--- src/rtl/gray_gradient_edge_threshold_assert.svh ---
// Assertion macros shared by the gray gradient edge threshold RTL.
`ifndef GRAY_GRADIENT_EDGE_THRESHOLD_ASSERT_SVH
`define GRAY_GRADIENT_EDGE_THRESHOLD_ASSERT_SVH
`ifndef SYNTHESIS
`define GGE_ASSERT(lbl, clk, rstn, prop) \
  lbl: assert property (@(posedge clk) disable iff (!rstn) prop) \
    else $error("gray gradient edge threshold: assertion failed");
`define GGE_ASSERT_IMP(lbl, clk, rstn, ante, cons) \
  `GGE_ASSERT(lbl, clk, rstn, (ante) |-> (cons))
`define GGE_ASSERT_NEXT(lbl, clk, rstn, ante, cons) \
  `GGE_ASSERT(lbl, clk, rstn, (ante) |=> (cons))
`else
`define GGE_ASSERT(lbl, clk, rstn, prop)
`define GGE_ASSERT_IMP(lbl, clk, rstn, ante, cons)
`define GGE_ASSERT_NEXT(lbl, clk, rstn, ante, cons)
`endif
`endif

--- src/rtl/ggedge_pkg.sv ---
// Shared types and constants of the gray gradient edge threshold block.
package ggedge_pkg;

  // Configuration register indexes.
  localparam int CFG_IDX_W  = 2;
  localparam int CFG_DATA_W = 11;
  localparam logic [CFG_IDX_W-1:0] CFG_THRESHOLD = 2'd0;
  localparam logic [CFG_IDX_W-1:0] CFG_WIDTH     = 2'd1;
  localparam logic [CFG_IDX_W-1:0] CFG_HEIGHT    = 2'd2;

  // Luma weights in percent and the reciprocal of 100 used for the floor division.
  localparam int GRAY_WR     = 30;
  localparam int GRAY_WG     = 59;
  localparam int GRAY_WB     = 11;
  localparam int GRAY_RECIP  = 41944;
  localparam int GRAY_SHIFT  = 22;

  localparam logic [7:0] PIX_EDGE = 8'd0;
  localparam logic [7:0] PIX_FLAT = 8'd255;

  localparam int OUT_FIFO_DEPTH = 8;

  typedef struct packed {
    logic [7:0] pixel;
    logic       outv;
    logic       last;
  } result_t;

endpackage

--- src/rtl/ggedge_fifo.sv ---
// Output result queue that also serves as the output register.
`include "gray_gradient_edge_threshold_assert.svh"

module ggedge_fifo #(
  parameter int DEPTH = 8
) (
  input  logic                clk_i,
  input  logic                rst_ni,
  input  logic                push_i,
  input  ggedge_pkg::result_t push_data_i,
  input  logic                pop_i,
  output logic                valid_o,
  output ggedge_pkg::result_t data_o
);

  localparam int PW  = $clog2(DEPTH);
  localparam int CNW = $clog2(DEPTH + 1);

  ggedge_pkg::result_t mem_q [DEPTH];
  logic [PW-1:0]  wr_ptr_q, rd_ptr_q;
  logic [CNW-1:0] count_q;
  logic           full;

  assign full    = (count_q == CNW'(DEPTH));
  assign valid_o = (count_q != '0);
  assign data_o  = mem_q[rd_ptr_q];

  always_ff @(posedge clk_i) begin
    if (push_i) begin
      mem_q[wr_ptr_q] <= push_data_i;
    end
  end

  always_ff @(posedge clk_i or negedge rst_ni) begin
    if (!rst_ni) begin
      wr_ptr_q <= '0;
      rd_ptr_q <= '0;
      count_q  <= '0;
    end else begin
      if (push_i) begin
        wr_ptr_q <= (wr_ptr_q == PW'(DEPTH - 1)) ? '0 : wr_ptr_q + PW'(1);
      end
      if (pop_i) begin
        rd_ptr_q <= (rd_ptr_q == PW'(DEPTH - 1)) ? '0 : rd_ptr_q + PW'(1);
      end
      if (push_i && !pop_i) begin
        count_q <= count_q + CNW'(1);
      end else if (pop_i && !push_i) begin
        count_q <= count_q - CNW'(1);
      end
    end
  end

  `GGE_ASSERT_IMP(a_no_push_full, clk_i, rst_ni, push_i, !full || pop_i)
  `GGE_ASSERT_IMP(a_no_pop_empty, clk_i, rst_ni, pop_i, count_q != '0)
  `GGE_ASSERT_NEXT(a_pop_drops, clk_i, rst_ni, pop_i && !push_i, count_q == $past(count_q) - CNW'(1))

endmodule

--- config.mk ---
export PLATFORM = sky130hd
export DESIGN_NAME = ggedge_fifo
export DESIGN_NICKNAME = d
export VERILOG_FILES = /design/src/rtl/ggedge_pkg.sv /design/src/rtl/ggedge_fifo.sv
export VERILOG_INCLUDE_DIRS = /design/src /design/src/rtl
export SDC_FILE = /design/constraint.sdc
export NUM_CORES = 1
export LEC_CHECK = 0
export BUFFER_PORTS_ARGS = -buffer_cell sky130_fd_sc_hd__buf_2
export CAP_MARGIN = 20
export CORE_ASPECT_RATIO = 0.75
export CORE_MARGIN = 3
export CORE_UTILIZATION = 64
export DETAILED_ROUTE_END_ITERATION = 8
export GPL_ROUTABILITY_DRIVEN = 1
export GPL_TIMING_DRIVEN = 1
export PLACE_DENSITY = 0.84
export SYNTH_ARGS = -nofsm -noshare
export SYNTH_HDL_FRONTEND = slang
export SYNTH_SLANG_ARGS = --single-unit
--- constraint.sdc ---
create_clock -name clk_i -period 4.47 [get_ports clk_i]
set_clock_uncertainty 0.05 [all_clocks]
set_input_delay 0.6705 -clock clk_i [delete_from_list [all_inputs] [get_ports clk_i]]
set_output_delay 0.6705 -clock clk_i [all_outputs]
set_load 0.02 [all_outputs]
# After elaboration in Yosys (flattened, before gate mapping)
# Memory sizes are Yosys's and may differ from the RTL's.
# Index checks and enable logic that the tools add are counted.
# totals
ramBits,80
out_inout_bits,11
latch_bits,0
rom_bits,0
inputBits,14
regBits,10
n_memories,1
word_cells,22
# memory_table
memory,words,width,rd,rd_ports_with_merged_regs,write_ports,line_no,text
mem_q,8,10,1,0,1,ggedge_fifo.sv:19,ggedge_pkg::result_t mem_q [DEPTH];
# classes
n_lt_le_gt_ge,0
mul,0
n_reduce_logical,6
n_div,0
shift,0
eq_ne,2
addsub,4
mux,6
bitwise,0
# op_table
operator,count
two-way mux 4 bit,2
"adder 3 x 1 -> 3 bit, second input constant",2
"== test 3 bit, second input constant",2
two-way mux 3 bit,2
"adder 4 x 1 -> 4 bit, second input constant",1
nonzero test 4 bit,1
"subtractor 4 x 1 -> 4 bit, second input constant",1
logical AND 1 bit,2
logical NOT 1 bit,2
two-way mux 1 bit,2
nonzero test 2 bit,1

# Longest topological paths before layout
# depth
ltp_word,4
ltp_mapped,7

# Least setup slack after synthesis
# Ideal clock, no wire load.
# synth_path
path_kind,input -> register
startpoint,in pop_i
endpoint,reg count_q[3]
slack_ns,2.264
arrival_ns,2.025
cell_stages,7
required_time_ns,4.289
path_cell_list,inv_1 ha_1 inv_1 ha_1 or4_1 o211ai_1 o211ai_1
# synth_between
elab_chain_cells,3
word_cells_on_any_way,5
classes_between,mux: 1; reduce/logical: 4
# synth_rtl
item,line_no,text
start: declaration,ggedge_fifo.sv:11,"input logic pop_i,"
logical NOT 1 bit,ggedge_fifo.sv:46,if (push_i && !pop_i) begin
logical AND 1 bit,ggedge_fifo.sv:46,
two-way mux 4 bit or nonzero test 2 bit (tied branches),--,
end signal: assignment,ggedge_fifo.sv:47,count_q <= count_q + CNW'(1);
end signal: assignment,ggedge_fifo.sv:49,count_q <= count_q - CNW'(1);
end: declaration,ggedge_fifo.sv:21,logic [CNW-1:0] count_q;
# Parallel ways exist; a longest one is shown, timed or not.
# A chain may end at the register's enable or synchronous reset.

==> run_results.csv <==
group,metric,value,unit
run_status,status,"finished, final reports clean",
final_layout,diodes,0,
drt,drcViolationCount,0,
clock_network,htreeDepth,3,
logic_synthesis,ys.warnings.count,0,
timing,setup-tns-final,0,ns
grt,grt_pass1_wl,10500,um
grt,grt.overflow.total,0,
drt,drt_iter0_markers,219,
logic_synthesis,synth_top_cell_by_area,"edfxtp_1",
critical_path,start_kind,"flop",
logic_synthesis,syn_nets,202,
logic_synthesis,synth_area,3712,um2
grt,grt_usage,0.2274,
clock_network,tritoncts,"built",
die,rows,23,
final_layout,finish.utilization,0.7652,
drt,routed_wl,6889,um
timing,setup_viol,0,
grt,antenna_found_initial,0,
clock_network,clk_pin_slew,0.08,ns
logic_synthesis,synth.top_cell.area_share,0.6471,
min_path,timing.hold.worst.class,"in2async",
clock_network,root_buffer,"clkbuf_8",
critical_path,r2r_start,"rd_ptr_q[0]",
timing,drv_slew,0,
logic_synthesis,synth_area_leaders,"edfxtp_1 (65%), mux4_1 (13%), dfrtp_1 (6.7%), mux2_2 (4.6%), ha_1 (2.4%)",
final_layout,drive_gt1_frac,0.2773,
logic_synthesis,async_flop_share,0.1111,
timing,rsz0062_at_grt,"no",
clock_network,cts_buffers,9,
logic_synthesis,ys_seq_elements,90,
drt,vias,1814,
die,ios,25,
logic_synthesis,yosysSeqAreaShare,0.7145,
pwr,peakVddDrop,525.8,uV
drt,routedWlPerCell,23.35,um
drt,first_pass_iters,4,
timing,fin_crit,3.293,ns
die,fp.dieW,93.95,um
timing,tightestPinTransition,1.134,ns
placed_design,port_buffers,24,
clock_network,cts_hold_buf,0,
die,initial_core_util,0.6789,
logic_synthesis,netlist_instances,180,
logic_synthesis,ys_types,24,
die,dieArea,6760,um2
placed_design,dp_hpwl,4287,um
critical_path,path_max_fanout,23,
pwr,pwr_density_cell,636.4,nW/um2
timing,hold_violations,0,
critical_path,startpoint,"rd_ptr_q[0]",
logic_synthesis,postSynthAreaPerCell,20.62,um2
logic_synthesis,synth_top_flop_cell,"edfxtp_1",
clock_network,cts_resized,0,
critical_path,critPathKind,"reg2out",
timing,max_freq,303.7,MHz
clock_network,worstSkewPairLatency,0.35,ns
drt,via_per_inst,6.149,
logic_synthesis,yosys-top-cells-count,"edfxtp_1 (80), mux4_1 (19), mux2_2 (15)",
die,core_area,5468,um2
die,die-height,71.96,um
final_layout,final_nets,238,
drt,detail-route-antenna-nets,0,
timing,timing.final.crit_share,0.7367,
clock_network,cts_setup_buffers,0,
final_layout,area_growth,12.71,%
critical_path,crit_arrival,2.57,ns
placed_design,place.gp.congestion,0.8124,
run,drv_cap,0,
timing,relSlewSlack,0.2410,
grt,grt_pass1_vias,1907,
grt,grt_max_degree,24,
logic_synthesis,yosysMostFrequentCell,"edfxtp_1",
clock_network,cts_buffer_depth,2,
critical_path,end_kind,"output port",
logic_synthesis,synth-edff-count,80,
timing,hold_slack,0.1214,ns
clock_network,cts.sinks,90,
critical_path,required,3.75,ns
pwr,leakage,1.495,nW
[where the power goes]
group	total (mW)	switching (mW)	internal (mW)
combinational	0.794	0.385	0.409
clock	0.623	0.255	0.368
sequential	1.25	0.177	1.07
[sequential cells by signal (all words and copies together) (netlist names)]
signal and count:
rd_ptr_q 3, wr_ptr_q 3, count_q 4, mem_q 80
[cell type report]
cell class,count,area (um2)
Clock buffer,10,127.6
Tap cell,75,93.84
Sequential cell,90,2653
Fill cell,291,1284
Multi-Input combinational cell,80,1007
Inverter,4,15.01
Clock inverter,5,103.9
Timing Repair Buffer,31,183.9
[routing by layer]
metal	share of wire	vias to the layer above	track usage
met5	0	-	0
met4	0.0099	0	0.04647
met3	0.062	8	0.07461
met2	0.54	65	0.3855
met1	0.39	923	0.2964
li1	-	818	-
[worst max-delay path, cell delays in order (launching register included)]
cell and delay (ns):
dfrtp_1 1.09, mux4_1 0.66, mux2_2 0.30, buf_2 0.16
[path summary, 6_finish.rpt]
kind / endpoint / slack, ns / depth (start not counted)
max: data_o[4] / 1.18 / 3
min: count_q[0] / 0.12 / 1
max reg2reg: rd_ptr_q[0] / 2.41 / 4
min reg2reg: count_q[2] / 0.49 / 2
max in group asynchronous: wr_ptr_q[2] / 4.05 / 1
min in group clk_i: count_q[2] / 0.49 / 2
[cell usage in the layout, fill, tap and decap left out, types with 5 or more instances in the layout]
master and instances:
buf_2 24, clkbuf_8 9, dfrtp_1 10, edfxtp_1 80
ha_1 7, mux2_2 15, mux4_1 19, nand2_1 5
nor2_1 8
[stage by stage]
| stage | worst slack (ns) | power [mW] | cells | instance area, um2 |
|---|---|---|---|---|
| global route | 1.095 | 2.791 | 295 | 4184 |
| global placement | 1.600 | 1.962 | 275 | 3904 |
| detailed placement | 1.547 | 2.037 | 275 | 3904 |
| floorplan | 2.264 | 1.790 | 180 | 3712 |
| finish | 1.177 | 2.663 | 295 | 4184 |
| CTS | 1.138 | 2.671 | 290 | 4135 |
[cells by family (layout without fill, tap and decap cells)]
group	after synthesis	in the layout	share of synthesized area
AOI/OAI and AO/OA	8	8	0.01382
buffers and inverters	10	50	0.01415
muxes	36	36	0.1887
adders and majority gates	8	8	0.02898
DFF	90	90	0.7145
xor gates and xnor gates	2	2	0.004719
and+or+nand+nor	26	26	0.03505
Note: power is estimated with default switching activity, not from simulation.
